<file path="config.mk">
export PLATFORM = sky130hd
export DESIGN_NAME = keypad_code_entry_with_led_feedback_flat
export DESIGN_NICKNAME = d
export VERILOG_FILES = /design/src/rtl/kcled_pkg.sv /design/src/rtl/kcled_ifs.sv /design/src/rtl/kcled_cfg.sv /design/src/rtl/kcled_entry.sv /design/src/rtl/kcled_disp.sv /design/src/rtl/keypad_code_entry_with_led_feedback.sv /design/src/flat_wrapper.sv
export SDC_FILE = /design/constraint.sdc
export NUM_CORES = 1
export LEC_CHECK = 0
export BUFFER_PORTS_ARGS = -buffer_cell sky130_fd_sc_hd__buf_2
export CORE_MARGIN = 1.5
export CORE_UTILIZATION = 35
export DETAILED_ROUTE_END_ITERATION = 8
export GPL_TIMING_DRIVEN = 0
export PLACE_DENSITY = 0.58
export SYNTH_ARGS = -nofsm -noshare
export SYNTH_HDL_FRONTEND = slang
export SYNTH_SLANG_ARGS = --single-unit
</file>
<file path="constraint.sdc">
create_clock -name clk -period 4.2 [get_ports clk]
set_input_delay 0.42 -clock clk [delete_from_list [all_inputs] [get_ports clk]]
set_output_delay 0.42 -clock clk [all_outputs]
set_load 0.02 [all_outputs]
</file>
<file path="src/rtl/kcled_pkg.sv">
package kcled_pkg;

  localparam int MSG_SLOTS = 4;
  localparam int CNT_W     = $clog2(MSG_SLOTS + 1);

  localparam int KEY_W     = 8;
  localparam int MS_W      = 16;
  localparam int TOG_W     = 4;
  localparam int STAGE_W   = 3;
  localparam int SCNT_W    = 3;
  localparam int SLOT_W    = 2;
  localparam int LED_W     = 3;
  localparam int DM_W      = 2;
  localparam int CFG_IDX_W = 2;

  // entry sequence states
  localparam logic [STAGE_W-1:0] ST_IDLE   = 3'd0;
  localparam logic [STAGE_W-1:0] ST_DIG1   = 3'd1;
  localparam logic [STAGE_W-1:0] ST_DIG2   = 3'd2;
  localparam logic [STAGE_W-1:0] ST_LETTER = 3'd3;
  localparam logic [STAGE_W-1:0] ST_STAR   = 3'd4;

  // display modes
  localparam logic [DM_W-1:0] DM_NONE  = 2'd0;
  localparam logic [DM_W-1:0] DM_SHORT = 2'd1;
  localparam logic [DM_W-1:0] DM_BLINK = 2'd2;

  // LED bit patterns
  localparam logic [LED_W-1:0] LED_NONE = 3'b000;
  localparam logic [LED_W-1:0] LED_ACK  = 3'b001;
  localparam logic [LED_W-1:0] LED_ERR  = 3'b010;
  localparam logic [LED_W-1:0] LED_FULL = 3'b100;

  // register indexes
  localparam logic [CFG_IDX_W-1:0] CFG_SHORT_SHOW = 2'd0;
  localparam logic [CFG_IDX_W-1:0] CFG_BLINK_HALF = 2'd1;
  localparam logic [CFG_IDX_W-1:0] CFG_BLINK_TOG  = 2'd2;

  localparam logic [MS_W-1:0]  RST_SHORT_SHOW = 16'd300;
  localparam logic [MS_W-1:0]  RST_BLINK_HALF = 16'd100;
  localparam logic [TOG_W-1:0] RST_BLINK_TOG  = 4'd10;

  // ASCII codes
  localparam logic [KEY_W-1:0] CH_HASH = 8'h23;
  localparam logic [KEY_W-1:0] CH_STAR = 8'h2A;
  localparam logic [KEY_W-1:0] CH_0    = 8'h30;
  localparam logic [KEY_W-1:0] CH_9    = 8'h39;
  localparam logic [KEY_W-1:0] CH_A    = 8'h41;
  localparam logic [KEY_W-1:0] CH_D    = 8'h44;

  typedef struct packed {
    logic             op;
    logic             key_down;
    logic [KEY_W-1:0] key_code;
  } item_t;

  typedef struct packed {
    logic             req;
    logic [DM_W-1:0]  mode;
    logic [LED_W-1:0] leds;
  } show_t;

  typedef struct packed {
    logic [MS_W-1:0]  short_show_ms;
    logic [MS_W-1:0]  blink_half_ms;
    logic [TOG_W-1:0] blink_toggles;
  } cfg_t;

  typedef struct packed {
    logic [STAGE_W-1:0] entry_stage;
    logic [SCNT_W-1:0]  stored_count;
    logic               msg_done;
    logic [SLOT_W-1:0]  msg_slot;
    logic [KEY_W-1:0]   msg_first_digit;
    logic [KEY_W-1:0]   msg_second_digit;
    logic [KEY_W-1:0]   msg_letter;
  } msg_t;

endpackage

</file>
<file path="src/rtl/kcled_ifs.sv">
interface kcled_in_if;
  logic                       valid;
  logic                       ready;
  logic                       op;
  logic                       key_down;
  logic [kcled_pkg::KEY_W-1:0] key_code;

  modport source (output valid, op, key_down, key_code, input ready);
  modport sink   (input valid, op, key_down, key_code, output ready);
endinterface

interface kcled_out_if;
  logic                          valid;
  logic                          ready;
  logic                          led_ack;
  logic                          led_error;
  logic                          led_full;
  logic [kcled_pkg::STAGE_W-1:0] entry_stage;
  logic [kcled_pkg::SCNT_W-1:0]  stored_count;
  logic                          msg_done;
  logic [kcled_pkg::SLOT_W-1:0]  msg_slot;
  logic [kcled_pkg::KEY_W-1:0]   msg_first_digit;
  logic [kcled_pkg::KEY_W-1:0]   msg_second_digit;
  logic [kcled_pkg::KEY_W-1:0]   msg_letter;

  modport source (output valid, led_ack, led_error, led_full, entry_stage, stored_count,
                  msg_done, msg_slot, msg_first_digit, msg_second_digit, msg_letter,
                  input ready);
  modport sink   (input valid, led_ack, led_error, led_full, entry_stage, stored_count,
                  msg_done, msg_slot, msg_first_digit, msg_second_digit, msg_letter,
                  output ready);
endinterface

interface kcled_cfg_if;
  logic                            valid;
  logic                            ready;
  logic [kcled_pkg::CFG_IDX_W-1:0] index;
  logic [kcled_pkg::MS_W-1:0]      data;

  modport source (output valid, index, data, input ready);
  modport sink   (input valid, index, data, output ready);
endinterface

</file>
<file path="src/rtl/kcled_cfg.sv">
module kcled_cfg (
  input  logic            clk,
  input  logic            rst_n,
  kcled_cfg_if.sink       cfg_ch,
  output kcled_pkg::cfg_t cfg
);
  import kcled_pkg::*;

  logic [MS_W-1:0]  short_show_r;
  logic [MS_W-1:0]  blink_half_r;
  logic [TOG_W-1:0] blink_tog_r;

  assign cfg_ch.ready = 1'b1;

  always_ff @(posedge clk) begin
    if (!rst_n) begin
      short_show_r <= RST_SHORT_SHOW;
      blink_half_r <= RST_BLINK_HALF;
      blink_tog_r  <= RST_BLINK_TOG;
    end else if (cfg_ch.valid) begin
      unique case (cfg_ch.index)
        CFG_SHORT_SHOW: short_show_r <= cfg_ch.data;
        CFG_BLINK_HALF: blink_half_r <= cfg_ch.data;
        CFG_BLINK_TOG:  blink_tog_r  <= cfg_ch.data[TOG_W-1:0];
        default: ;  // unmapped index, ignored
      endcase
    end
  end

  assign cfg.short_show_ms = short_show_r;
  assign cfg.blink_half_ms = blink_half_r;
  assign cfg.blink_toggles = blink_tog_r;
endmodule

</file>
<file path="src/rtl/kcled_entry.sv">
module kcled_entry (
  input  logic             clk,
  input  logic             rst_n,
  input  logic             en,
  input  kcled_pkg::item_t item,
  output kcled_pkg::show_t show,
  output kcled_pkg::msg_t  msg
);
  import kcled_pkg::*;

  logic [STAGE_W-1:0] state_r, state_nxt;
  logic [KEY_W-1:0]   dig1_r, dig1_nxt;
  logic [KEY_W-1:0]   dig2_r, dig2_nxt;
  logic [KEY_W-1:0]   letter_r, letter_nxt;
  logic [CNT_W-1:0]   count_r, count_nxt;
  logic               pressed_r, pressed_nxt;

  logic                press;
  logic                is_digit;
  logic                is_letter;
  logic                done;
  logic [CNT_W+2:0]    count_ext;
  logic [CNT_W+1:0]    slot_ext;

  assign press     = !item.op && item.key_down && !pressed_r;
  assign is_digit  = (item.key_code >= CH_0) && (item.key_code <= CH_9);
  assign is_letter = (item.key_code >= CH_A) && (item.key_code <= CH_D);

  always_comb begin
    state_nxt   = state_r;
    dig1_nxt    = dig1_r;
    dig2_nxt    = dig2_r;
    letter_nxt  = letter_r;
    count_nxt   = count_r;
    pressed_nxt = pressed_r;
    done        = 1'b0;
    show        = '{req: 1'b0, mode: DM_NONE, leds: LED_NONE};

    if (!item.op) pressed_nxt = item.key_down;

    if (press) begin
      // any wrong key: error and back to idle (overridden below on a match)
      show      = '{req: 1'b1, mode: DM_SHORT, leds: LED_ERR};
      state_nxt = ST_IDLE;
      unique case (state_r)
        ST_IDLE: begin
          if (item.key_code == CH_HASH) begin
            state_nxt = ST_DIG1;
            show.leds = LED_ACK;
          end
        end
        ST_DIG1: begin
          if (is_digit) begin
            dig1_nxt  = item.key_code;
            state_nxt = ST_DIG2;
            show.leds = LED_ACK;
          end
        end
        ST_DIG2: begin
          if (is_digit) begin
            dig2_nxt  = item.key_code;
            state_nxt = ST_LETTER;
            show.leds = LED_ACK;
          end
        end
        ST_LETTER: begin
          if (is_letter) begin
            letter_nxt = item.key_code;
            state_nxt  = ST_STAR;
            show.leds  = LED_ACK;
          end
        end
        ST_STAR: begin
          if (item.key_code == CH_STAR) begin
            if (count_r < CNT_W'(MSG_SLOTS)) begin
              done      = 1'b1;
              count_nxt = count_r + CNT_W'(1);
              show      = '{req: 1'b1, mode: DM_BLINK, leds: LED_NONE};
            end else begin
              show.leds = LED_FULL;
            end
          end
        end
        default: begin
          // unreachable codes fall back to idle quietly
          show.req = 1'b0;
        end
      endcase
    end
  end

  always_ff @(posedge clk) begin
    if (!rst_n) begin
      state_r   <= ST_IDLE;
      dig1_r    <= '0;
      dig2_r    <= '0;
      letter_r  <= '0;
      count_r   <= '0;
      pressed_r <= 1'b0;
    end else if (en) begin
      state_r   <= state_nxt;
      dig1_r    <= dig1_nxt;
      dig2_r    <= dig2_nxt;
      letter_r  <= letter_nxt;
      count_r   <= count_nxt;
      pressed_r <= pressed_nxt;
    end
  end

  assign count_ext = {3'b000, count_nxt};
  assign slot_ext  = {2'b00, count_r};

  assign msg.entry_stage      = state_nxt;
  assign msg.stored_count     = count_ext[SCNT_W-1:0];
  assign msg.msg_done         = done;
  assign msg.msg_slot         = done ? slot_ext[SLOT_W-1:0] : '0;
  assign msg.msg_first_digit  = done ? dig1_r : '0;
  assign msg.msg_second_digit = done ? dig2_r : '0;
  assign msg.msg_letter       = done ? letter_r : '0;
endmodule

</file>
<file path="src/rtl/kcled_disp.sv">
module kcled_disp (
  input  logic                        clk,
  input  logic                        rst_n,
  input  logic                        en,
  input  logic                        tick,
  input  kcled_pkg::show_t            show,
  input  kcled_pkg::cfg_t             cfg,
  output logic [kcled_pkg::LED_W-1:0] leds
);
  import kcled_pkg::*;

  logic [DM_W-1:0]  mode_r, mode_nxt;
  logic [MS_W-1:0]  elapsed_r, elapsed_nxt;
  logic [TOG_W-1:0] blinks_r, blinks_nxt;
  logic             phase_r, phase_nxt;
  logic [LED_W-1:0] led_r, led_nxt;
  logic [MS_W-1:0]  el_inc;

  // saturating millisecond count
  assign el_inc = (elapsed_r == '1) ? elapsed_r : elapsed_r + MS_W'(1);

  always_comb begin
    mode_nxt    = mode_r;
    elapsed_nxt = elapsed_r;
    blinks_nxt  = blinks_r;
    phase_nxt   = phase_r;
    led_nxt     = led_r;

    if (show.req) begin
      mode_nxt    = show.mode;
      led_nxt     = show.leds;
      elapsed_nxt = '0;
      phase_nxt   = 1'b0;
      blinks_nxt  = (show.mode == DM_BLINK) ? cfg.blink_toggles : '0;
    end else if (tick) begin
      unique case (mode_r)
        DM_SHORT: begin
          elapsed_nxt = el_inc;
          if (el_inc >= cfg.short_show_ms) begin
            led_nxt  = LED_NONE;
            mode_nxt = DM_NONE;
          end
        end
        DM_BLINK: begin
          elapsed_nxt = el_inc;
          if (el_inc >= cfg.blink_half_ms) begin
            elapsed_nxt = '0;
            if (blinks_r != '0) begin
              phase_nxt  = !phase_r;
              led_nxt    = !phase_r ? LED_ACK : LED_NONE;
              blinks_nxt = blinks_r - TOG_W'(1);
            end else begin
              led_nxt   = LED_NONE;
              phase_nxt = 1'b0;
              mode_nxt  = DM_NONE;
            end
          end
        end
        default: ;  // nothing shown, tick has no effect
      endcase
    end
  end

  always_ff @(posedge clk) begin
    if (!rst_n) begin
      mode_r    <= DM_NONE;
      elapsed_r <= '0;
      blinks_r  <= '0;
      phase_r   <= 1'b0;
      led_r     <= LED_NONE;
    end else if (en) begin
      mode_r    <= mode_nxt;
      elapsed_r <= elapsed_nxt;
      blinks_r  <= blinks_nxt;
      phase_r   <= phase_nxt;
      led_r     <= led_nxt;
    end
  end

  assign leds = led_nxt;
endmodule

</file>
<file path="src/rtl/keypad_code_entry_with_led_feedback.sv">
// Keypad code entry with LED feedback.
//
// in_ch  : one transaction per keypad scan sample (op 0) or millisecond tick (op 1).
// out_ch : exactly one result transaction per input transaction, in order: LED
//          states, entry stage and stored count after the item, plus the stored
//          message (digits, letter, slot) on the item that completes "#DDL*".
// cfg_ch : register writes (0 short_show_ms, 1 blink_half_ms, 2 blink_toggles),
//          always ready; write only while the block is idle.
//
// An item taken from in_ch sits in the input register, is evaluated and lands
// in the result register when that is free, which drives out_ch.valid.
// Throughput: one item per cycle while out_ch does not stall, set by the single input
// and result register pair. A backpressured result holds in the result register; the
// input register keeps accepting until it too is full, then in_ch.ready drops
// the same cycle out_ch stalls (ready is combinational from out_ch.ready).
// Reset (rst_n low, synchronous): entry idle, no messages, LEDs off, registers back
// to 300 / 100 / 10, both pipeline registers empty.
module keypad_code_entry_with_led_feedback (
  input  logic      clk,
  input  logic      rst_n,
  kcled_in_if.sink  in_ch,
  kcled_out_if.source out_ch,
  kcled_cfg_if.sink cfg_ch
);
  import kcled_pkg::*;

  cfg_t             cfg;
  show_t            show;
  msg_t             msg;
  logic [LED_W-1:0] leds;

  // input register
  logic  s1_v_r;
  item_t s1_item_r;

  // result register
  logic             out_v_r;
  msg_t             out_msg_r;
  logic [LED_W-1:0] out_led_r;

  logic out_free;  // result register can take a new result this cycle
  logic adv;       // input register item is evaluated and retired this cycle
  logic in_take;

  assign out_free = !out_v_r || out_ch.ready;
  assign adv      = s1_v_r && out_free;
  assign in_ch.ready = !s1_v_r || out_free;
  assign in_take  = in_ch.valid && in_ch.ready;

  always_ff @(posedge clk) begin
    if (!rst_n) begin
      s1_v_r <= 1'b0;
    end else if (in_ch.ready) begin
      s1_v_r <= in_ch.valid;
    end
  end

  always_ff @(posedge clk) begin
    if (in_take) begin
      s1_item_r <= '{op: in_ch.op, key_down: in_ch.key_down, key_code: in_ch.key_code};
    end
  end

  kcled_cfg u_cfg (
    .clk    (clk),
    .rst_n  (rst_n),
    .cfg_ch (cfg_ch),
    .cfg    (cfg)
  );

  // key sequence checker; state moves only when an item retires
  kcled_entry u_entry (
    .clk   (clk),
    .rst_n (rst_n),
    .en    (adv),
    .item  (s1_item_r),
    .show  (show),
    .msg   (msg)
  );

  // LED timing: short indications and the blink run
  kcled_disp u_disp (
    .clk   (clk),
    .rst_n (rst_n),
    .en    (adv),
    .tick  (s1_item_r.op),
    .show  (show),
    .cfg   (cfg),
    .leds  (leds)
  );

  always_ff @(posedge clk) begin
    if (!rst_n) begin
      out_v_r <= 1'b0;
    end else if (out_free) begin
      out_v_r <= s1_v_r;
    end
  end

  always_ff @(posedge clk) begin
    if (adv) begin
      out_msg_r <= msg;
      out_led_r <= leds;
    end
  end

  assign out_ch.valid            = out_v_r;
  assign out_ch.led_ack          = |(out_led_r & LED_ACK);
  assign out_ch.led_error        = |(out_led_r & LED_ERR);
  assign out_ch.led_full         = |(out_led_r & LED_FULL);
  assign out_ch.entry_stage      = out_msg_r.entry_stage;
  assign out_ch.stored_count     = out_msg_r.stored_count;
  assign out_ch.msg_done         = out_msg_r.msg_done;
  assign out_ch.msg_slot         = out_msg_r.msg_slot;
  assign out_ch.msg_first_digit  = out_msg_r.msg_first_digit;
  assign out_ch.msg_second_digit = out_msg_r.msg_second_digit;
  assign out_ch.msg_letter       = out_msg_r.msg_letter;
endmodule
</file>
<file path="src/flat_wrapper.sv">
// flat-port wrapper written by rule: the top's interface ports become plain ports
module keypad_code_entry_with_led_feedback_flat import kcled_pkg::*;
  (clk, rst_n, in_ch_valid, in_ch_op, in_ch_key_down, in_ch_key_code, in_ch_ready, out_ch_valid, out_ch_led_ack, out_ch_led_error, out_ch_led_full, out_ch_entry_stage, out_ch_stored_count, out_ch_msg_done, out_ch_msg_slot, out_ch_msg_first_digit, out_ch_msg_second_digit, out_ch_msg_letter, out_ch_ready, cfg_ch_valid, cfg_ch_index, cfg_ch_data, cfg_ch_ready);
  kcled_in_if in_ch_i ();
  kcled_out_if out_ch_i ();
  kcled_cfg_if cfg_ch_i ();
  input  logic clk;
  input  logic rst_n;
  input wire logic [$bits(in_ch_i.valid)-1:0] in_ch_valid;
  input wire logic [$bits(in_ch_i.op)-1:0] in_ch_op;
  input wire logic [$bits(in_ch_i.key_down)-1:0] in_ch_key_down;
  input wire logic [$bits(in_ch_i.key_code)-1:0] in_ch_key_code;
  output wire logic [$bits(in_ch_i.ready)-1:0] in_ch_ready;
  output wire logic [$bits(out_ch_i.valid)-1:0] out_ch_valid;
  output wire logic [$bits(out_ch_i.led_ack)-1:0] out_ch_led_ack;
  output wire logic [$bits(out_ch_i.led_error)-1:0] out_ch_led_error;
  output wire logic [$bits(out_ch_i.led_full)-1:0] out_ch_led_full;
  output wire logic [$bits(out_ch_i.entry_stage)-1:0] out_ch_entry_stage;
  output wire logic [$bits(out_ch_i.stored_count)-1:0] out_ch_stored_count;
  output wire logic [$bits(out_ch_i.msg_done)-1:0] out_ch_msg_done;
  output wire logic [$bits(out_ch_i.msg_slot)-1:0] out_ch_msg_slot;
  output wire logic [$bits(out_ch_i.msg_first_digit)-1:0] out_ch_msg_first_digit;
  output wire logic [$bits(out_ch_i.msg_second_digit)-1:0] out_ch_msg_second_digit;
  output wire logic [$bits(out_ch_i.msg_letter)-1:0] out_ch_msg_letter;
  input wire logic [$bits(out_ch_i.ready)-1:0] out_ch_ready;
  input wire logic [$bits(cfg_ch_i.valid)-1:0] cfg_ch_valid;
  input wire logic [$bits(cfg_ch_i.index)-1:0] cfg_ch_index;
  input wire logic [$bits(cfg_ch_i.data)-1:0] cfg_ch_data;
  output wire logic [$bits(cfg_ch_i.ready)-1:0] cfg_ch_ready;
  assign in_ch_i.valid = in_ch_valid;
  assign in_ch_i.op = in_ch_op;
  assign in_ch_i.key_down = in_ch_key_down;
  assign in_ch_i.key_code = in_ch_key_code;
  assign in_ch_ready = in_ch_i.ready;
  assign out_ch_valid = out_ch_i.valid;
  assign out_ch_led_ack = out_ch_i.led_ack;
  assign out_ch_led_error = out_ch_i.led_error;
  assign out_ch_led_full = out_ch_i.led_full;
  assign out_ch_entry_stage = out_ch_i.entry_stage;
  assign out_ch_stored_count = out_ch_i.stored_count;
  assign out_ch_msg_done = out_ch_i.msg_done;
  assign out_ch_msg_slot = out_ch_i.msg_slot;
  assign out_ch_msg_first_digit = out_ch_i.msg_first_digit;
  assign out_ch_msg_second_digit = out_ch_i.msg_second_digit;
  assign out_ch_msg_letter = out_ch_i.msg_letter;
  assign out_ch_i.ready = out_ch_ready;
  assign cfg_ch_i.valid = cfg_ch_valid;
  assign cfg_ch_i.index = cfg_ch_index;
  assign cfg_ch_i.data = cfg_ch_data;
  assign cfg_ch_ready = cfg_ch_i.ready;
  keypad_code_entry_with_led_feedback u_core (.clk(clk), .rst_n(rst_n), .in_ch(in_ch_i), .out_ch(out_ch_i), .cfg_ch(cfg_ch_i));
endmodule
</file>
==> impl_metrics.toml, run 1 <==
[synthesis]
synthSimpleGateAreaFrac = 0.2124
synth.avg_cell_area_um2 = 9.588
synth.distinct_cells = 73
syn-instance-count = 715
synth_fa_ha_area_frac = 0.06753
synth_edf_count = 46
syn_nets = 785
synth_top_family_by_area = "simple AND/OR/NAND/NOR gates"
synth-seq-cells = 141
synth_xor_area_frac = 0.01278
ys_seq_area_frac = 0.4789
synth.mux.area_fraction = 0.02373
synthArstFlopShare = 0
netlist_area_um2 = 6855
yosysWarningCount = 0
ys.flop_type = "dfxtp_1"
synth-compound-area-share = 0.1608

[critical_path]
cp_max_fo = 9
crit_arrival_ns = 4.28
start_kind = "flop"
cp.required_ns = 4.51
crit_type = "flop to flop"
crit_path_end_kind = "flop"

[sta]
postLayoutSetupSlackWorst_ns = 0.2319
slew_headroom = 0.5110
rsz0062_at_grt = "false"
clock_skew_ns = 0.01080
final_hold_viol_count = 0
timing.final.crit_period_ns = 3.968
max_clock_freq_mhz = 252.0
setup_viol = 0
slew_violations = 0
tightest_slew_ns = 0.7336
period_share = 0.9448

[place]
dp_slack_ns = -0.2277
place.gp.congestion = 0.8401
place_hpwl_mm = 11.83
numPortBuffers = 69

[power]
power.density_nw_per_um2 = 389.1
pwr-share-seq = 0.455
p_int_w = 0.002389
p_sw_frac = 0.2589
clockPowerShare = 0.475
switchingPower_w = 0.0008348
combinationalPowerShare = 0.070
p_total_w = 0.003224
p_leak_nw = 3.267
peakVddDrop_v = 0.0003046

[final_layout]
n_fill_cell = 1923
fin_nets = 880
area_growth_pct = 20.86
mostFrequentLayoutCell = "dfxtp_1"
drive_gt1_frac = 0.1713
layout_common_cells = "94 x dfxtp_1, 91 x nand2_1, 72 x buf_2, 51 x nor2_1, 46 x edfxtp_1"
antennaDiodeCount = 0

[floorplanning]
ios = 72
die-area_um2 = 20430
core_um2 = 19330
die_w_um = 143.0
die_h_um = 143.0
fp-row-count = 51
start_util = 0.3546

[detailed_routing]
finalWirelength_mm = 16.27
first_iter_violations = 330
drt_first_pass_iters = 4
vias = 5389
wl_per_cell_um = 14.96
route.detailed.drc = 0
viasPerCell = 4.953
ant_nets = 0

[cts]
cts_tree = "done"
holdBufCountCts = 0
clockRootBuffer = "clkbuf_16"
cts_buffer_depth = 2
path_clk_slew_ns = 0.07
htree_levels = 4
cts_buffers = 17
cts.sinks = 141
worstSkewPairLatency_ns = 0.43

[global_routing]
grtUsageMet2 = 0.2677
grt.overflow.total = 0
grt_pass1_vias = 5189
met1_usage = 0.2271
grt_max_degree = 33
grt_pass1_wl_mm = 26.61
met3_usage = 0.03991
antenna_found_initial = 0
grt_busiest_layer = "met2"
grt_use_total = 0.1684

[job]
max-cap-violations = 0

[worst_hold_path]
min_path_type = "primary input to flop"

[outcome]
status = "finished clean"
-- Yosys cell counts, types with 4 or more instances --
master	instances	share of area
o31a_1	4	0.0051
nand2_1	92	0.050
clkbuf_1	23	0.013
nand4_1	8	0.0073
nand2b_1	6	0.0055
o211ai_1	11	0.012
a31oi_1	14	0.013
buf_1	5	0.0027
o21a_1	8	0.0088
a21oi_1	44	0.032
nor3b_1	10	0.011
nor2_1	51	0.028
xor2_1	5	0.0064
nand3_1	19	0.014
or3_1	5	0.0046
nor3_1	15	0.011
o21ai_0	13	0.0095
and3_1	14	0.013
a21o_1	8	0.0088
dfxtp_1	95	0.28
edfxtp_1	46	0.20
and2_1	32	0.029
a211oi_1	6	0.0066
a22o_1	7	0.0089
mux2i_1	14	0.020
nor2b_1	4	0.0036
inv_1	45	0.025
xnor2_1	5	0.0064
ha_1	37	0.068
-- cells by family (layout without fill, tap and decap cells) --
| logic type | Yosys count | after routing |
|---|---|---|
| xor gates and xnor gates | 10 | 10 |
| buffers and inverters | 77 | 185 |
| DFF | 141 | 141 |
| other | 1 | 1 |
| AOI/OAI and AO/OA | 153 | 153 |
| and+or+nand+nor | 280 | 280 |
| muxes | 16 | 16 |
| adders and majority gates | 37 | 37 |
-- critical path, stage by stage, from the launching register on --
cell	delay, ns
dfxtp_2	0.42
ha_1	0.22
nand2_2	0.13
nor4_4	0.30
buf_4	0.21
and3_1	0.15
buf_2	0.17
nor3_1	0.10
xor2_1	0.20
ha_1	0.33
nand2_1	0.04
or3_1	0.42
a2111oi_4	0.32
buf_4	0.19
o41a_4	0.24
nor2_4	0.10
a221o_1	0.32
-- flip-flops by register name, indices dropped and copies added (netlist names), 4 cells and up --
| signal | cells |
|---|---|
| u_core.u_entry.letter_r | 8 |
| u_core.u_disp.elapsed_r | 16 |
| u_core.u_disp.blinks_r | 4 |
| u_core.u_cfg.blink_tog_r | 4 |
| u_core.out_ch.msg_first_digit | 8 |
| u_core.s1_item_r | 10 |
| u_core.u_entry.dig1_r | 8 |
| u_core.out_ch.msg_second_digit | 8 |
| u_core.u_cfg.blink_half_r | 16 |
| u_core.u_cfg.short_show_r | 16 |
| u_core.out_ch.msg_letter | 8 |
| u_core.u_entry.dig2_r | 8 |
-- power by group through the flow --
stage               clock [W]  combinational [W]  sequential [W]
floorplan                   0           0.000118         0.00152
CTS                   0.00156           0.000225         0.00147
finish                0.00153           0.000226         0.00147
detailed placement          0           0.000222         0.00150
global placement            0           0.000218         0.00150
global route          0.00162           0.000252         0.00147
-- metrics by stage --
| stage | cells | hold WS (ns) | util | setup TNS (ns) | cell area, um2 |
|---|---|---|---|---|---|
| final | 1088 | 0.1659 | 0.4285 | 0 | 8285 |
| after global routing | 1088 | 0.1541 | 0.4285 | 0 | 8285 |
| after CTS | 1086 | 0.1513 | 0.4252 | 0 | 8222 |
| after detailed placement | 1050 | 0.4429 | 0.3907 | -2.533 | 7553 |
| after global placement | 1049 | 0.4399 | 0.3896 | -3.270 | 7532 |
| after floorplan | 715 | 0.4317 | - | 0 | 6855 |
-- layout make-up --
cell class	instances	area, um2	area share
buffer	31	125.1	0.01510
inverter	45	168.9	0.02039
sequential	141	3284	0.3964
clock buffer	18	439.2	0.05301
clock inverter	14	171.4	0.02069
timing repair buffer	77	417.9	0.05044
multi-input combinational	497	3347	0.4040
tap	265	331.6	0.04002
-- what timing repair did --
item                                    in CTS  in global routing
buffers inserted                             4                  3
gates resized for setup                      4                 10
pin swaps                                    3                  4
endpoints found under the setup margin      27                 22
-- per-layer routing --
layer / part of all wire / vias up / routed length, um
met2: 0.46 / 116 / 7424
met1: 0.49 / 2505 / 7998
met3: 0.043 / 8 / 700
met5: 0 / - / 0
li1: - / 2760 / -
met4: 0.0091 / 0 / 148
-- path summary, 6_finish.rpt --
| check | from | to | slack (ns) | cells past startpoint |
|---|---|---|---|---|
| setup / recovery | u_core.u_disp.elapsed_r[0]$_SDFFE_PN0P_ | u_core.u_disp.elapsed_r[4]$_SDFFE_PN0P_ | 0.23 | 16 |
| hold / removal | in_ch_key_code[1] | u_core.s1_item_r[1]$_DFFE_PP_ | 0.17 | 1 |
| setup reg to reg | u_core.u_disp.elapsed_r[0]$_SDFFE_PN0P_ | u_core.u_disp.elapsed_r[4]$_SDFFE_PN0P_ | 0.23 | 16 |
| hold reg to reg | u_core.u_entry.letter_r[1]$_SDFFE_PN0P_ | u_core.u_entry.letter_r[1]$_SDFFE_PN0P_ | 0.45 | 2 |
(Power assumes the default switching activity.)
==> inputs of run 2 (changes only) <==
- ABC_AREA: not set -> 1
- PLACE_DENSITY: 0.58 -> 0.6
- clock period: 4.2 -> 3.5 ns (I/O delays scaled with it)
==> run 2 against run 1 <==
Against the previous run:
- final area decreased by 1.1%
- clock power increased by 16%
- register-to-register slack about the same
- worst hold slack got worse by 0.068 ns
- critical endpoint is now u_core.u_disp.elapsed_r[15]$_SDFFE_PN0P_
- largest cell class is now registers
- first-iteration DRC count decreased by 28%
- critical path depth increased by 6
- count of clock-buffer cells in the layout decreased by 1
- via count increased by 3.5%
- utilization increased by 0.68 points
- maximum frequency increased by 22%
- clock skew decreased by 0.0023 ns
- highest routed layer unchanged
- setup slack improved by 0.0069 ns
==> impl_metrics.toml, run 2 <==
[synthesis]
ys_top_cells_by_area = "dfxtp_1 28%, edfxtp_1 20%, nand2_1 9.5%"
synth_edf_count = 46
ys_seq_area_frac = 0.4848
netlist_area_um2 = 6773
synthMostInstantiatedCell = "nand2_1"
syn-instance-count = 834
synthArstFlopShare = 0
yosys.area.top_type = "dfxtp_1"
ys_top_cells_by_count = "171 x nand2_1, 127 x inv_1, 95 x dfxtp_1"
synth.distinct_cells = 45
synth.top_cell.area_share = 0.2808
ys.flop_type = "dfxtp_1"
syn_nets = 904
synth.avg_cell_area_um2 = 8.121
synth-seq-cells = 141
yosysWarningCount = 0

[floorplanning]
start_util = 0.3597
die-area_um2 = 20190
core_um2 = 18830
fp-row-count = 50
ios = 72
die_w_um = 142.1
die_h_um = 142.1

[sta]
slew_violations = 0
clock_skew_ns = 0.008482
timing.final.crit_period_ns = 3.261
finalSetupTns_ns = 0
period_share = 0.9318
final_hold_viol_count = 0
tightest_slew_ns = 0.7161
setup_viol = 0
slew_headroom = 0.5200
max_clock_freq_mhz = 306.6

[final_layout]
drive_gt1_frac = 0.1737
layout_common_cells = "169 x nand2_1, 127 x inv_1, 93 x dfxtp_1, 89 x a21oi_1, 76 x buf_2"
multiInputGateArea_um2 = 2887
area_growth_pct = 21.04
regArea_um2 = 3291
fin_nets = 1001
final_cells = 1204
n_fill_cell = 1883
antennaDiodeCount = 0
reg_top3 = "u_core.u_cfg.blink_half_r (16), u_core.u_cfg.short_show_r (16), u_core.u_disp.elapsed_r (16)"
mostFrequentLayoutCell = "nand2_1"
fin_util = 0.4353

[cts]
clockRootBuffer = "clkbuf_16"
cts_buffers = 17
worstSkewPairLatency_ns = 0.43
cts_buffer_depth = 2
htree_levels = 4
path_clk_slew_ns = 0.07
cts_tree = "done"
cts.sinks = 141

[power]
clockPowerShare = 0.469
p_int_w = 0.002782
power.density_nw_per_um2 = 463.4
pwr-share-seq = 0.463
peakVddDrop_v = 0.0003238
p_leak_nw = 3.480
switchingPower_w = 0.001017
p_sw_frac = 0.2677
combinationalPowerShare = 0.068
p_total_w = 0.003799

[critical_path]
cp.required_ns = 3.86
crit_arrival_ns = 3.62
start_kind = "flop"
crit_path_end_kind = "flop"
ff2ff_path_depth = 22
cp_max_fo = 5
crit_type = "flop to flop"
reg2reg_to = "u_core.u_disp.elapsed_r[15]$_SDFFE_PN0P_"
regToRegStartpoint = "u_core.u_disp.elapsed_r[1]$_SDFFE_PN0P_"
reg2reg_slack_ns = 0.24

[detailed_routing]
vias = 5578
route.detailed.drc = 0
viasPerCell = 4.633
drt_first_pass_iters = 4
first_iter_violations = 236
ant_nets = 0
wl_per_cell_um = 13.05
finalWirelength_mm = 15.71

[global_routing]
grt_pass1_vias = 5205
antenna_found_initial = 0
grt_busiest_layer = "met2"
met3_usage = 0.03869
grtUsageMet2 = 0.2573
grt_pass1_wl_mm = 25.31
grt_use_total = 0.1617
grt_max_degree = 31
grt.overflow.total = 0
met1_usage = 0.2140

[place]
place.gp.congestion = 0.8648
place_hpwl_mm = 11.75
dp.cells = 1164
numPortBuffers = 69

[worst_hold_path]
min_path_type = "primary input to flop"
worstHoldStart = "in_ch_key_code[7]"
holdPathEnd = "u_core.s1_item_r[7]$_DFFE_PP_"
hold-path-cell-count = 1

[outcome]
status = "finished clean"

[job]
max-cap-violations = 0
run 2: changes by cell type in the layout (fill, tap and decap cells not counted), moves of 8 or more:
cell     change
inv_1       +82
nand2_1     +78
a21oi_1     +46
o21ai_0     +33
and2_1      -32
and3_1      -14
mux2i_1     -14
nand3_1     +12
nor2_1      +12
a31oi_1     -11
nor3b_1     -10
inv_2        +8
o21a_1       -8
run 2: layout make-up:
cell class                 instances  share of cell area
sequential                       141              0.4014
buffer                            27             0.01725
clock buffer                      17             0.05189
inverter                         139             0.06395
timing repair buffer              78             0.05281
clock inverter                    15             0.02091
tap                              260             0.03968
multi-input combinational        527              0.3521
run 2: power by group through the flow:
stage	sequential [W]	combinational, W	clock, W
after floorplan	0.00182	0.000139	0
after global placement	0.00180	0.000252	0
after detailed placement	0.00180	0.000259	0
after CTS	0.00176	0.000261	0.00182
after global routing	0.00176	0.000291	0.00189
final	0.00176	0.000260	0.00178
run 2: how the worst max path moves through the flow:
stage                     depth (start not counted)                                        to  slack (ns)                               startpoint
after floorplan                                  20  u_core.u_disp.elapsed_r[13]$_SDFFE_PN0P_        0.50  u_core.u_disp.elapsed_r[0]$_SDFFE_PN0P_
after global placement                           22  u_core.u_disp.elapsed_r[10]$_SDFFE_PN0P_       -0.27  u_core.u_disp.elapsed_r[0]$_SDFFE_PN0P_
after detailed placement                         22   u_core.u_disp.elapsed_r[2]$_SDFFE_PN0P_       -0.30  u_core.u_disp.elapsed_r[0]$_SDFFE_PN0P_
after CTS                                        22  u_core.u_disp.elapsed_r[15]$_SDFFE_PN0P_        0.06  u_core.u_disp.elapsed_r[0]$_SDFFE_PN0P_
after global routing                             22  u_core.u_disp.elapsed_r[15]$_SDFFE_PN0P_       -0.03  u_core.u_disp.elapsed_r[1]$_SDFFE_PN0P_
final                                            22  u_core.u_disp.elapsed_r[15]$_SDFFE_PN0P_        0.24  u_core.u_disp.elapsed_r[1]$_SDFFE_PN0P_
run 2: through the flow:
| stage | setup slack, ns | hold slack [ns] | instance area (um2) |
|---|---|---|---|
| after global routing | -0.02531 | 0.08218 | 8198 |
| after detailed placement | -0.2979 | 0.4359 | 7465 |
| after CTS | 0.06030 | 0.07754 | 8088 |
| final | 0.2388 | 0.09817 | 8198 |
| after global placement | -0.2696 | 0.4326 | 7443 |
| after floorplan | 0.5014 | 0.4246 | 6773 |
run 2: cells by family (layout without fill, tap and decap cells):
group,after synthesis,after routing,share of synthesized area
XOR/XNOR,14,14,0.01921
flip-flops,141,141,0.4848
AND/OR/NAND/NOR,314,314,0.2016
adder cells (fa/ha/maj),37,37,0.06835
other,1,1,0.0005537
buffers and inverters,166,276,0.09810
AO/OA/AOI/OAI,161,161,0.1275
run 2: what timing repair did:
action | in CTS | in global routing
hold buffers | 0 | 0
pin swaps | 1 | 8
gates cloned | 0 | 1
setup buffers | 2 | 5
gates resized for setup | 3 | 17
endpoints found under the setup margin | 18 | 26
endpoints found under the hold margin | 0 | 0
run 2: critical path, stage by stage (launching register included):
cell	delay (ns)
dfxtp_4	0.37
ha_4	0.15
nand3_4	0.09
nor2_4	0.19
nand4_4	0.13
nor2_4	0.15
nand2_2	0.07
nor2_2	0.13
nor2_1	0.07
xor2_2	0.17
ha_1	0.32
nand2_1	0.08
inv_1	0.05
nand2_1	0.07
a21oi_1	0.08
nor2_2	0.25
nand2_2	0.11
nand2_1	0.07
nand2_1	0.09
nor2_4	0.17
buf_6	0.14
nand2_1	0.06
a21oi_2	0.15
run 2: routing by layer:
layer	vias to the layer above	share of wire	wire length, um
met5	-	0	0
met4	0	0.015	242
met3	18	0.049	764
met2	97	0.45	7120
met1	2551	0.48	7585
li1	2912	-	-
==> inputs of run 3 (changes only) <==
- clock period: 3.5 -> 2.85 ns (I/O delays scaled with it)
==> run 3 against run 2 <==
Against the previous run:
- the run now ends with setup timing left
- utilization is 2.6 points higher
- count of clock-buffer cells in the layout stayed put
- clock power increased by 24%
- sequential share of layout area decreased by 2.2 points
- flip-flop and latch count unchanged
- largest cell class unchanged
- largest power group unchanged
==> impl_metrics.toml, run 3 (synthesized netlist as in run 2, its figures left out) <==
[outcome]
status = "finished, violations left"
failed_checks = "setup timing"

[final_layout]
fin_nets = 1016
multiInputGateArea_um2 = 3247
regArea_um2 = 3293
final_area_um2 = 8680
area_growth_pct = 28.15
drive_gt1_frac = 0.2659
n_fill_cell = 1810
mostFrequentLayoutCell = "nand2_1"
reg_top3 = "u_core.u_cfg.blink_half_r (16), u_core.u_cfg.short_show_r (16), u_core.u_disp.elapsed_r (16)"
antennaDiodeCount = 0
layout_common_cells = "132 x nand2_1, 123 x inv_1, 91 x dfxtp_1, 78 x a21oi_1, 76 x buf_2"

[critical_path]
reg2reg_slack_ns = -0.23
regToRegStartpoint = "u_core.u_disp.elapsed_r[0]$_SDFFE_PN0P_"
cp_max_fo = 3
crit_arrival_ns = 3.26
cp.required_ns = 3.03
ff2ff_path_depth = 22
crit_path_end_kind = "flop"
crit_type = "flop to flop"
reg2reg_to = "u_core.out_led_r[2]$_DFFE_PP_"
start_kind = "flop"

[cts]
holdBufCountCts = 0
cts.sinks = 141
cts_buffers = 17
cts_buffer_depth = 2
clockRootBuffer = "clkbuf_16"
worstSkewPairLatency_ns = 0.43
cts_tree = "done"
htree_levels = 4
path_clk_slew_ns = 0.07

[floorplanning]
die_h_um = 142.1
start_util = 0.3597
die_w_um = 142.1
die-area_um2 = 20190
fp-row-count = 50
ios = 72
core_um2 = 18830

[sta]
clock_skew_ns = 0.007376
rsz0062_at_grt = "true"
slew_headroom = 0.5196
hold_slack_ns = 0.02632
setup_viol = 27
max_clock_freq_mhz = 324.5
tightest_slew_ns = 0.7206
postLayoutSetupSlackWorst_ns = -0.2316
final_hold_viol_count = 0
period_share = 1.081
timing.final.crit_period_ns = 3.082
slew_violations = 0

[detailed_routing]
wl_per_cell_um = 13.58
ant_nets = 0
drt_first_pass_iters = 4
finalWirelength_mm = 16.56
viasPerCell = 4.657
route.detailed.drc = 0
vias = 5677
first_iter_violations = 319

[worst_hold_path]
worstHoldStart = "in_ch_key_code[7]"
holdPathEnd = "u_core.s1_item_r[7]$_DFFE_PP_"
min_path_type = "primary input to flop"
hold-path-cell-count = 1

[place]
numPortBuffers = 69
place_area_um2 = 7503
place.gp.congestion = 0.8552
place_hpwl_mm = 11.65

[power]
combinationalPowerShare = 0.074
peakVddDrop_v = 0.0004169
pwr-share-seq = 0.457
p_int_w = 0.003433
switchingPower_w = 0.001287
p_leak_nw = 3.708
clockPowerShare = 0.468
power.density_nw_per_um2 = 543.8
p_sw_frac = 0.2727

[global_routing]
grt_use_total = 0.1683
grt_max_degree = 30
antenna_found_initial = 0
grt_pass1_wl_mm = 26.23
grt_pass1_vias = 5156
grt.overflow.total = 0

[job]
max-cap-violations = 0
==> run 3: cell count changes in the layout (fill, tap and decap cells not counted), sizes merged <==
cell,previous run,this run
buf,90,105
clkinv,8,6
clkinvlp,2,1
inv,144,147
==> run 3: critical path, stage by stage (launching register included) <==
cell and delay [ns]:
dfxtp_4 0.36, ha_4 0.14, nand3_4 0.08, nor2_4 0.15, nand4_4 0.14, nor2_4 0.15, nand2_4 0.08, nor2_4 0.15
nor2_4 0.05, xor2_2 0.16, ha_1 0.33, nand2_1 0.07, inv_2 0.07, nand2_2 0.05, a21oi_2 0.16, nor2_4 0.07
buf_4 0.14, nand3_1 0.09, nand2_1 0.07, inv_2 0.07, nand2_4 0.07, nand3_2 0.09, nand2_2 0.07
==> run 3: per-layer routing <==
layer / GRT usage / wire [um] / vias up
li1: - / - / 2947
met4: 0.04775 / 170 / 0
met3: 0.04273 / 742 / 15
met1: 0.2242 / 7965 / 2600
met2: 0.2703 / 7680 / 115
met5: 0 / 0 / -
==> run 3: how the worst max path moves through the flow <==
stage / cells after the start / slack [ns] / end / start
2_1_floorplan: 22 / -0.06 / u_core.u_disp.elapsed_r[1]$_SDFFE_PN0P_ / u_core.u_disp.elapsed_r[0]$_SDFFE_PN0P_
3_3_place_gp: 22 / -0.80 / u_core.u_disp.elapsed_r[1]$_SDFFE_PN0P_ / u_core.u_disp.elapsed_r[0]$_SDFFE_PN0P_
3_5_place_dp: 22 / -0.83 / u_core.u_disp.elapsed_r[4]$_SDFFE_PN0P_ / u_core.u_disp.elapsed_r[0]$_SDFFE_PN0P_
4_1_cts: 22 / -0.17 / u_core.out_led_r[2]$_DFFE_PP_ / u_core.u_disp.elapsed_r[0]$_SDFFE_PN0P_
5_1_grt: 22 / -0.38 / u_core.out_led_r[2]$_DFFE_PP_ / u_core.u_disp.elapsed_r[0]$_SDFFE_PN0P_
6_report: 22 / -0.23 / u_core.out_led_r[2]$_DFFE_PP_ / u_core.u_disp.elapsed_r[0]$_SDFFE_PN0P_
==> run 3: power by group through the flow <==
stage                     sequential [W]  clock, W  combinational [W]
final                            0.00216   0.00221           0.000350
after global routing             0.00216   0.00235           0.000389
after CTS                        0.00216   0.00225           0.000331
after detailed placement         0.00220         0           0.000316
after global placement           0.00221         0           0.000308
after floorplan                  0.00223         0           0.000171
==> run 3: repair_timing <==
| action | 4_1_cts | 5_1_grt |
|---|---|---|
| setup buffers | 14 | 8 |
| pin swaps | 26 | 14 |
| setup endpoints to repair | 29 | 29 |
| gates cloned | 1 | 0 |
| resized for setup | 46 | 67 |
==> run 3: cell type report <==
class,instances,share of cell area
Buffer,27,0.01629
Clock buffer,17,0.04901
Inverter,139,0.06069
Multi-Input combinational cell,527,0.3741
Timing Repair Buffer,93,0.06372
Sequential cell,141,0.3794
Tap cell,260,0.03748
Clock inverter,15,0.01932
==> run 3: through the flow <==
stage	setup TNS, ns	cells	util	worst slack, ns	total power [W]
CTS	-2.958	1211	0.4458	-0.1720	0.004744
floorplan	-0.5122	834	-	-0.05602	0.002405
global placement	-28.03	1163	0.3973	-0.8039	0.002514
detailed placement	-18.70	1164	0.3985	-0.8276	0.002520
finish	-3.840	1219	0.4609	-0.2316	0.004720
global route	-8.818	1219	0.4609	-0.3815	0.004901
